File: config.mk
export PLATFORM = sky130hd
export DESIGN_NAME = priority_fifo_queue_with_dedup
export DESIGN_NICKNAME = d
export VERILOG_FILES = /design/src/rtl/pfq_pkg.sv /design/src/rtl/pfq_front.sv /design/src/rtl/pfq_back.sv /design/src/rtl/priority_fifo_queue_with_dedup.sv
export SDC_FILE = /design/constraint.sdc
export NUM_CORES = 2
export LEC_CHECK = 0
export ABC_AREA = 0
export BUFFER_PORTS_ARGS = -buffer_cell sky130_fd_sc_hd__buf_4
export CAP_MARGIN = 15
export CORE_MARGIN = 1
export CORE_UTILIZATION = 48
export DETAILED_ROUTE_END_ITERATION = 7
export GPL_TIMING_DRIVEN = 0
export HOLD_SLACK_MARGIN = 0.1
export PLACE_DENSITY = 0.66
export SLEW_MARGIN = 30
export SYNTH_ARGS = -nofsm -noshare
export SYNTH_HDL_FRONTEND = slang
export SYNTH_SLANG_ARGS = --single-unit
File: constraint.sdc
create_clock -name clock -period 8.3 [get_ports clock]
set_input_delay 0.83 -clock clock [delete_from_list [all_inputs] [get_ports clock]]
set_output_delay 0.83 -clock clock [all_outputs]
set_load 0.01 [all_outputs]
File: src/rtl/pfq_pkg.sv
// shared types and codes for the priority queue with duplicate rejection
package pfq_pkg;

   typedef enum logic [1:0] {
      FUNC_ENQ      = 2'd0,
      FUNC_POP      = 2'd1,
      FUNC_REMOVE   = 2'd2,
      FUNC_CONTAINS = 2'd3
   } func_type;

   typedef enum logic [3:0] {
      ST_QUEUED     = 4'd0,
      ST_DUPLICATE  = 4'd1,
      ST_FULL       = 4'd2,
      ST_DISPATCHED = 4'd3,
      ST_EMPTY      = 4'd4,
      ST_REMOVED    = 4'd5,
      ST_NOT_FOUND  = 4'd6,
      ST_PRESENT    = 4'd7,
      ST_ABSENT     = 4'd8
   } status_type;

   typedef enum logic [1:0] {
      BK_IDLE,
      BK_SCAN,
      BK_DONE
   } back_state_type;

   localparam int TASK_ID_W = 16;
   localparam int PRIO_W    = 8;
   localparam int SEQ_W     = 32;
   localparam int PAYLOAD_W = 32;
   localparam int COUNT_W   = 5;

   // one request as it travels from the front to the back
   typedef struct packed {
      func_type                 func;
      logic [TASK_ID_W-1:0]     task_id;
      logic signed [PRIO_W-1:0] prio;
      logic [PAYLOAD_W-1:0]     payload;
   } req_type;

endpackage

File: src/rtl/pfq_front.sv
// request capture and two-entry queue toward the execution side
module pfq_front import pfq_pkg::*; #(
   parameter int ID_BITS = 16
) (
   input  logic                     clock,
   input  logic                     reset,
   input  logic                     start,
   output logic                     busy,
   input  logic [1:0]               req_func,
   input  logic [TASK_ID_W-1:0]     req_task_id,
   input  logic signed [PRIO_W-1:0] req_prio,
   input  logic [PAYLOAD_W-1:0]     req_payload,
   output logic                     q_valid,
   output req_type                  q_data,
   input  logic                     q_pop,
   input  logic                     back_busy
);

   req_type    slot_ff [2];
   req_type    incoming;
   logic [1:0] cnt_ff, cnt_in;
   logic       rd_ff, rd_in;
   logic       push;

   // one request in flight at a time: the back side owns the queue state
   assign busy = (cnt_ff != 2'd0) || back_busy;
   assign push = start && !busy;

   always_comb begin
      incoming = '0;
      incoming.func = func_type'(req_func);
      if (ID_BITS < TASK_ID_W) begin
         incoming.task_id = req_task_id & TASK_ID_W'((17'd1 << ID_BITS) - 17'd1);
      end else begin
         incoming.task_id = req_task_id;
      end
      incoming.prio = req_prio;
      incoming.payload = req_payload;
   end

   always_comb begin
      cnt_in = cnt_ff + {1'b0, push} - {1'b0, q_pop};
      rd_in = rd_ff ^ q_pop;
   end

   always_ff @(posedge clock) begin
      if (reset) begin
         cnt_ff <= '0;
         rd_ff <= 1'b0;
      end else begin
         cnt_ff <= cnt_in;
         rd_ff <= rd_in;
      end
   end

   always_ff @(posedge clock) begin
      if (push) begin
         slot_ff[rd_ff ^ cnt_ff[0]] <= incoming;
      end
   end

   assign q_valid = cnt_ff != 2'd0;
   assign q_data = slot_ff[rd_ff];

endmodule

File: src/rtl/pfq_back.sv
// entry store, associative id match and sequential best-entry scan
module pfq_back import pfq_pkg::*; #(
   parameter int DEPTH = 16
) (
   input  logic                     clock,
   input  logic                     reset,
   input  logic                     q_valid,
   input  req_type                  q_data,
   output logic                     q_pop,
   output logic                     back_busy,
   output logic                     rsp_valid,
   output logic                     rsp_ok,
   output logic [3:0]               rsp_status,
   output logic [TASK_ID_W-1:0]     rsp_out_id,
   output logic signed [PRIO_W-1:0] rsp_out_prio,
   output logic [SEQ_W-1:0]         rsp_out_seq,
   output logic [PAYLOAD_W-1:0]     rsp_out_payload,
   output logic [COUNT_W-1:0]       rsp_count,
   output logic                     rsp_is_empty
);

   localparam int IDX_W = (DEPTH > 1) ? $clog2(DEPTH) : 1;
   localparam int CNT_W = $clog2(DEPTH + 1);

   logic [DEPTH-1:0]         valid_ff, valid_in;
   logic [TASK_ID_W-1:0]     id_ff [DEPTH];
   logic signed [PRIO_W-1:0] prio_ff [DEPTH];
   logic [SEQ_W-1:0]         seq_ff [DEPTH];
   logic [PAYLOAD_W-1:0]     pay_ff [DEPTH];
   logic [SEQ_W-1:0]         next_seq_ff, next_seq_in;
   logic [CNT_W-1:0]         held_ff, held_in;

   back_state_type           state_ff, state_in;
   req_type                  cur_ff, cur_in;
   logic [IDX_W-1:0]         scan_ff, scan_in;
   logic                     best_v_ff, best_v_in;
   logic [IDX_W-1:0]         best_ff, best_in;
   logic signed [PRIO_W-1:0] best_prio_ff, best_prio_in;
   logic [SEQ_W-1:0]         best_seq_ff, best_seq_in;

   logic                     o_valid_ff, o_valid_in;
   logic                     o_ok_ff, o_ok_in;
   status_type               o_status_ff, o_status_in;
   logic [TASK_ID_W-1:0]     o_id_ff, o_id_in;
   logic signed [PRIO_W-1:0] o_prio_ff, o_prio_in;
   logic [SEQ_W-1:0]         o_seq_ff, o_seq_in;
   logic [PAYLOAD_W-1:0]     o_pay_ff, o_pay_in;

   logic [DEPTH-1:0]         hit;
   logic                     hit_any, free_any;
   logic [IDX_W-1:0]         hit_idx, free_idx;
   logic                     wr_en;
   logic [IDX_W-1:0]         wr_idx;
   logic                     better;

   always_comb begin
      hit_idx = '0;
      free_idx = '0;
      free_any = 1'b0;
      for (int i = DEPTH - 1; i >= 0; i--) begin
         hit[i] = valid_ff[i] && (id_ff[i] == cur_ff.task_id);
         if (hit[i]) begin
            hit_idx = IDX_W'(i);
         end
         if (!valid_ff[i]) begin
            free_idx = IDX_W'(i);
            free_any = 1'b1;
         end
      end
      hit_any = |hit;
   end

   // strict compare keeps the lower slot on exact ties
   assign better = valid_ff[scan_ff] && (!best_v_ff || (prio_ff[scan_ff] > best_prio_ff) ||
                   ((prio_ff[scan_ff] == best_prio_ff) && (seq_ff[scan_ff] < best_seq_ff)));

   always_comb begin
      state_in = state_ff;
      cur_in = cur_ff;
      scan_in = scan_ff;
      best_v_in = best_v_ff;
      best_in = best_ff;
      best_prio_in = best_prio_ff;
      best_seq_in = best_seq_ff;
      valid_in = valid_ff;
      next_seq_in = next_seq_ff;
      held_in = held_ff;
      q_pop = 1'b0;
      wr_en = 1'b0;
      wr_idx = free_idx;
      o_valid_in = 1'b0;
      o_ok_in = 1'b0;
      o_status_in = ST_QUEUED;
      o_id_in = '0;
      o_prio_in = '0;
      o_seq_in = '0;
      o_pay_in = '0;
      case (state_ff)
         BK_IDLE: begin
            if (q_valid) begin
               q_pop = 1'b1;
               cur_in = q_data;
               scan_in = '0;
               best_v_in = 1'b0;
               state_in = (q_data.func == FUNC_POP) ? BK_SCAN : BK_DONE;
            end
         end
         BK_SCAN: begin
            if (better) begin
               best_v_in = 1'b1;
               best_in = scan_ff;
               best_prio_in = prio_ff[scan_ff];
               best_seq_in = seq_ff[scan_ff];
            end
            scan_in = scan_ff + 1'b1;
            if (scan_ff == IDX_W'(DEPTH - 1)) begin
               state_in = BK_DONE;
            end
         end
         BK_DONE: begin
            o_valid_in = 1'b1;
            state_in = BK_IDLE;
            case (cur_ff.func)
               FUNC_ENQ: begin
                  if (hit_any) begin
                     o_status_in = ST_DUPLICATE;
                  end else if (!free_any) begin
                     o_status_in = ST_FULL;
                  end else begin
                     wr_en = 1'b1;
                     valid_in[free_idx] = 1'b1;
                     next_seq_in = next_seq_ff + 1'b1;
                     held_in = held_ff + 1'b1;
                     o_ok_in = 1'b1;
                     o_status_in = ST_QUEUED;
                  end
               end
               FUNC_POP: begin
                  if (!best_v_ff) begin
                     o_status_in = ST_EMPTY;
                  end else begin
                     valid_in[best_ff] = 1'b0;
                     held_in = held_ff - 1'b1;
                     o_ok_in = 1'b1;
                     o_status_in = ST_DISPATCHED;
                     o_id_in = id_ff[best_ff];
                     o_prio_in = prio_ff[best_ff];
                     o_seq_in = seq_ff[best_ff];
                     o_pay_in = pay_ff[best_ff];
                  end
               end
               FUNC_REMOVE: begin
                  if (hit_any) begin
                     valid_in[hit_idx] = 1'b0;
                     held_in = held_ff - 1'b1;
                     o_ok_in = 1'b1;
                     o_status_in = ST_REMOVED;
                  end else begin
                     o_status_in = ST_NOT_FOUND;
                  end
               end
               FUNC_CONTAINS: begin
                  o_ok_in = hit_any;
                  o_status_in = hit_any ? ST_PRESENT : ST_ABSENT;
               end
               default: begin
                  o_status_in = ST_ABSENT;
               end
            endcase
         end
         default: begin
            state_in = BK_IDLE;
         end
      endcase
   end

   always_ff @(posedge clock) begin
      if (reset) begin
         state_ff <= BK_IDLE;
         valid_ff <= '0;
         next_seq_ff <= '0;
         held_ff <= '0;
         o_valid_ff <= 1'b0;
      end else begin
         state_ff <= state_in;
         valid_ff <= valid_in;
         next_seq_ff <= next_seq_in;
         held_ff <= held_in;
         o_valid_ff <= o_valid_in;
      end
   end

   always_ff @(posedge clock) begin
      cur_ff <= cur_in;
      scan_ff <= scan_in;
      best_v_ff <= best_v_in;
      best_ff <= best_in;
      best_prio_ff <= best_prio_in;
      best_seq_ff <= best_seq_in;
      o_ok_ff <= o_ok_in;
      o_status_ff <= o_status_in;
      o_id_ff <= o_id_in;
      o_prio_ff <= o_prio_in;
      o_seq_ff <= o_seq_in;
      o_pay_ff <= o_pay_in;
      if (wr_en) begin
         id_ff[wr_idx] <= cur_ff.task_id;
         prio_ff[wr_idx] <= cur_ff.prio;
         seq_ff[wr_idx] <= next_seq_ff;
         pay_ff[wr_idx] <= cur_ff.payload;
      end
   end

   // the response register keeps the request alive until it is shown
   assign back_busy = (state_ff != BK_IDLE) || o_valid_ff;
   assign rsp_valid = o_valid_ff;
   assign rsp_ok = o_ok_ff;
   assign rsp_status = o_status_ff;
   assign rsp_out_id = o_id_ff;
   assign rsp_out_prio = o_prio_ff;
   assign rsp_out_seq = o_seq_ff;
   assign rsp_out_payload = o_pay_ff;
   assign rsp_count = COUNT_W'(held_ff);
   assign rsp_is_empty = held_ff == '0;

endmodule

File: src/rtl/priority_fifo_queue_with_dedup.sv
// top level of the stable priority queue with duplicate id rejection
//
//   channel   ports                                    handshake
//   request   req_func req_task_id req_prio req_payload start & !busy
//   response  rsp_ok rsp_status rsp_out_* rsp_count..  rsp_valid, one cycle
//
// enqueue, remove and contains pass from the front queue through the idle and done states
// to the response register; pop also scans every slot, one slot a cycle, for the best entry.
// busy stays high until the response has been shown; next request the cycle after.
// synchronous reset empties the queue and clears the sequence counter.
// the response cannot be stalled.
module priority_fifo_queue_with_dedup import pfq_pkg::*; #(
   parameter int DEPTH   = 16,
   parameter int ID_BITS = 16
) (
   input  logic                     clock,
   input  logic                     reset,
   input  logic                     start,
   output logic                     busy,
   input  logic [1:0]               req_func,
   input  logic [TASK_ID_W-1:0]     req_task_id,
   input  logic signed [PRIO_W-1:0] req_prio,
   input  logic [PAYLOAD_W-1:0]     req_payload,
   output logic                     rsp_valid,
   output logic                     rsp_ok,
   output logic [3:0]               rsp_status,
   output logic [TASK_ID_W-1:0]     rsp_out_id,
   output logic signed [PRIO_W-1:0] rsp_out_prio,
   output logic [SEQ_W-1:0]         rsp_out_seq,
   output logic [PAYLOAD_W-1:0]     rsp_out_payload,
   output logic [COUNT_W-1:0]       rsp_count,
   output logic                     rsp_is_empty
);

   logic    q_valid, q_pop, back_busy;
   req_type q_data;

   pfq_front #(.ID_BITS(ID_BITS)) u_front (
      .clock, .reset, .start, .busy, .req_func, .req_task_id, .req_prio,
      .req_payload, .q_valid, .q_data, .q_pop, .back_busy
   );

   pfq_back #(.DEPTH(DEPTH)) u_back (
      .clock, .reset, .q_valid, .q_data, .q_pop, .back_busy, .rsp_valid,
      .rsp_ok, .rsp_status, .rsp_out_id, .rsp_out_prio, .rsp_out_seq,
      .rsp_out_payload, .rsp_count, .rsp_is_empty
   );

   a_busy_after_start: assert property (@(posedge clock) disable iff (reset)
      (start && !busy) |=> busy)
      else $error("accepted request did not raise busy");

   a_single_response: assert property (@(posedge clock) disable iff (reset)
      rsp_valid |=> !rsp_valid)
      else $error("response shown twice");

   a_empty_count: assert property (@(posedge clock) disable iff (reset)
      rsp_is_empty == (rsp_count == '0))
      else $error("empty flag disagrees with count");

   a_ok_status: assert property (@(posedge clock) disable iff (reset)
      (rsp_valid && rsp_ok) |-> (rsp_status == ST_QUEUED || rsp_status == ST_DISPATCHED ||
         rsp_status == ST_REMOVED || rsp_status == ST_PRESENT))
      else $error("ok with a failure status");

endmodule

==> flow_summary.toml <==
[status]
status = "complete, but fails checks"
failed_checks = "design-rule violations"

[logic_synthesis]
syn_area_per_cell_um2 = 19.6
synth-main-ff-cell = "edfxtp_1"
synth_top_family_by_area = "multiplexers"
syn_nets = 4006
syn_area_mm2 = 0.0764
synth_top_area_share = 0.641
yosysTopAreaCell = "edfxtp_1"
synth-seq-cells = 1787
syn_inst = 3892
synth_compound_area_frac = 0.0162
yosysUniqueCellTypes = 73
ys_warn_count = 0
yosys.area_share.adder = 0.00878
muxShareOfSynthArea = 0.199
async_flop_share = 0
synth_xor_area_frac = 0.0310
synthTopCellsByArea = "edfxtp_1, mux4_2, dfxtp_1, xnor2_1, xor2_1"
ys_seq_area_frac = 0.682
synth_edf_count = 1631
synthSimpleGateAreaFrac = 0.0462

[route]
drtIter0Drc = 6364
drt-total-wl_um = 234000
viasPerCell = 6.44
wl_per_cell_um = 35.2
via_count = 42743
drcViolationCount = 2
dr.pass1.iters = 8
final_antenna_net_count = 0

[placement]
dpl.cell_count = 6286
hpwl_um = 166000
placed_area_mm2 = 0.0845
place.gp.congestion = 0.970
place_ws_ns = 1.32
port_buffers = 160

[die]
row_count = 146
io_pins = 162
coreArea_mm2 = 0.158
dieArea_mm2 = 0.161
die_h_um = 401
initial_core_util = 0.483
die-width_um = 401

[power_and_ir_drop]
irDropWorstVdd_mv = 0.263
p_int_uw = 18200
switchingPower_uw = 7550
p_leak_uw = 0.0294
p_clk_frac = 0.332
seqPwrFrac = 0.453
powerDensity_mw_per_mm2 = 284
swShare = 0.293
finalPower_uw = 25700
combPwrFrac = 0.215

[critical_path]
crit_fanout = 18
endpoint_kind = "register"
cp_data_required_time_ns = 8.80
critPathArrivalTime_ns = 7.50
cp-start-kind = "register"
critical_path_class = "register to register"

[clock_tree]
cts_tree = "done"
clock_sinks = 1787
cts-resized-gates = 0
postCtsSetupRepairBufs = 0
worstSkewPairLatency_ns = 0.82
clockBufferDepth = 3
h-tree-depth = 4
cts.clk_slew.worst_paths_ns = 0.06
holdBufCountCts = 0
numCtsBuffers = 185
root_buffer = "clkbuf_16"

[timing]
clock_skew_ns = 0.0321
maxSlewHeadroom = 0.280
setup_violations = 0
tightest_slew_ns = 1.08
hold_viol_final = 0
slew_violations = 0
rsz0062_at_grt = "no"
fmax_mhz = 143
fin_crit_sh = 0.844
setup_slack_ns = 1.30
layout_min_cycle_time_ns = 7.00

[global_route]
grt_pass1_vias = 41930
antenna_found_initial = 4
grt.total_usage = 0.292
grt_pass1_wl_um = 325000
grt_max_degree = 38
grt-ovfl-total = 0

[final_layout]
final_cells = 6635
final_cell_area_mm2 = 0.0907
fin_nets = 4516
drive_above_1_share = 0.332
synthToLayoutAreaGrowth_pct = 18.8

[run]
max-cap-violations = 0

[min_path]
hold_class = "primary input to register"
-- final cells by class --
class	instances	area (um^2)
fill	11578	67500
sequential	1787	52100
multi-input combinational	1821	23200
timing repair buffer	323	5200
clock buffer	235	5070
tap	2072	2590
clock inverter	108	1170
buffer	218	1160
inverter	66	248
antenna	5	12.5
-- cells in the mapped netlist, types with 7 or more instances --
library cell and n:
xnor2_1 165, nand2_1 88, nor4b_1 11, edfxtp_1 1631, ha_1 52, dfxtp_1 156
a211oi_1 11, nor4_1 37, o31ai_1 7, and2_1 10, and4_1 23, and3_1 13
a21o_1 22, nor3b_1 13, or2_2 10, xor2_1 105, o21ai_0 45, or3_1 25
buf_4 16, nor2b_1 100, or4_1 20, inv_1 65, nand4_1 71, nand4b_1 9
a21oi_1 45, nor3_1 23, nor2_1 70, buf_1 49, mux2_2 58, buf_6 17
clkbuf_1 133, mux4_2 645, nand3_1 42, nand2b_1 12
-- power by group through the flow --
| stage | Clock (uW) | Combinational (uW) | Sequential (uW) |
|---|---|---|---|
| CTS | 8640 | 5470 | 11600 |
| detailed placement | 0 | 5430 | 11800 |
| floorplan | 0 | 3120 | 11600 |
| global route | 8980 | 5740 | 11700 |
| global placement | 0 | 4850 | 11700 |
| finish | 8550 | 5530 | 11600 |
-- worst max-delay path, stage by stage (launching register included) --
cell       delay, ns
dfxtp_1         0.30
clkbuf_1        0.44
clkbuf_1        0.73
buf_2           0.69
mux4_2          0.60
mux4_2          0.52
ha_1            0.33
a21o_1          0.17
a21o_1          0.18
a21oi_1         0.25
nor2_1          0.08
a2111oi_2       0.58
o221ai_1        0.24
a21oi_1         0.47
a211oi_2        0.23
nor2_4          0.58
buf_16          0.25
-- state kept, by name (all words and copies together), names as in the netlist, 5 cells and up, named ones only --
name and count:
u_back.rsp_count 5, u_back.id_ff 256, u_back.rsp_out_id 16, u_back.rsp_out_payload 32
u_front.slot_ff 116, u_back.best_prio_ff 8, u_back.next_seq_ff 32, u_back.rsp_out_seq 32
u_back.valid_ff 16, u_back.seq_ff 512, u_back.cur_ff 58, u_back.best_seq_ff 32
u_back.rsp_out_prio 8, u_back.prio_ff 128, u_back.pay_ff 512
-- cells by family (layout without fill, tap and decap cells) --
kind of cell | after synthesis | after routing
fa+ha+maj | 53 | 53
compound gates | 189 | 189
other cells | 0 | 5
xor+xnor | 270 | 270
flops | 1787 | 1787
buf+inv | 284 | 950
simple gates | 602 | 602
mux | 707 | 707
-- routing by layer --
layer / vias to the layer above / wire [um] / share of wire / track usage
li1: 17219 / - / - / -
met1: 22640 / 93500 / 0.40 / 0.419
met2: 2520 / 109000 / 0.46 / 0.448
met3: 364 / 23700 / 0.10 / 0.0606
met4: 0 / 7880 / 0.034 / 0.0947
met5: - / 0 / 0 / 0
-- stage by stage --
| stage | util | hold WS (ns) | TNS [ns] |
|---|---|---|---|
| 6_report | 0.574 | 0.202 | 0 |
| 5_1_grt | 0.573 | 0.171 | 0 |
| 4_1_cts | 0.573 | 0.150 | 0 |
| 3_5_place_dp | 0.534 | 0.507 | 0 |
| 3_3_place_gp | 0.507 | 0.498 | -8588.17 |
| 2_1_floorplan | - | 0.455 | 0 |
-- final timing paths --
path                                   startpoint                endpoint  slack (ns)  cells past startpoint
worst max register to register           register  u_back.best_seq_ff[30]        1.30                     16
worst min-delay path               req_payload[6]   u_front.slot_ff[0][6]        0.20                      1
worst max-delay path                     register  u_back.best_seq_ff[30]        1.30                     16
worst min register to register  u_front.cnt_ff[1]       u_front.cnt_ff[1]        0.52                      2
-- layout by cell type, fill, tap and decap left out, types with 23 or more instances in the layout --
cell	n
xor2_1	105
ha_1	52
nand2_1	88
and4_1	23
buf_2	48
clkbuf_1	94
mux2_2	58
clkbuf_16	192
nor2b_1	100
edfxtp_1	1631
buf_16	127
dfxtp_1	156
clkbuf_2	73
nand3_1	42
clkinv_2	38
clkinv_1	26
nor2_1	52
xnor2_1	165
o21ai_0	45
buf_4	186
mux4_2	645
or3_1	25
nor4_1	36
a21oi_1	45
inv_1	65
nand4_1	71
Note: power is estimated with default switching activity, not from simulation.
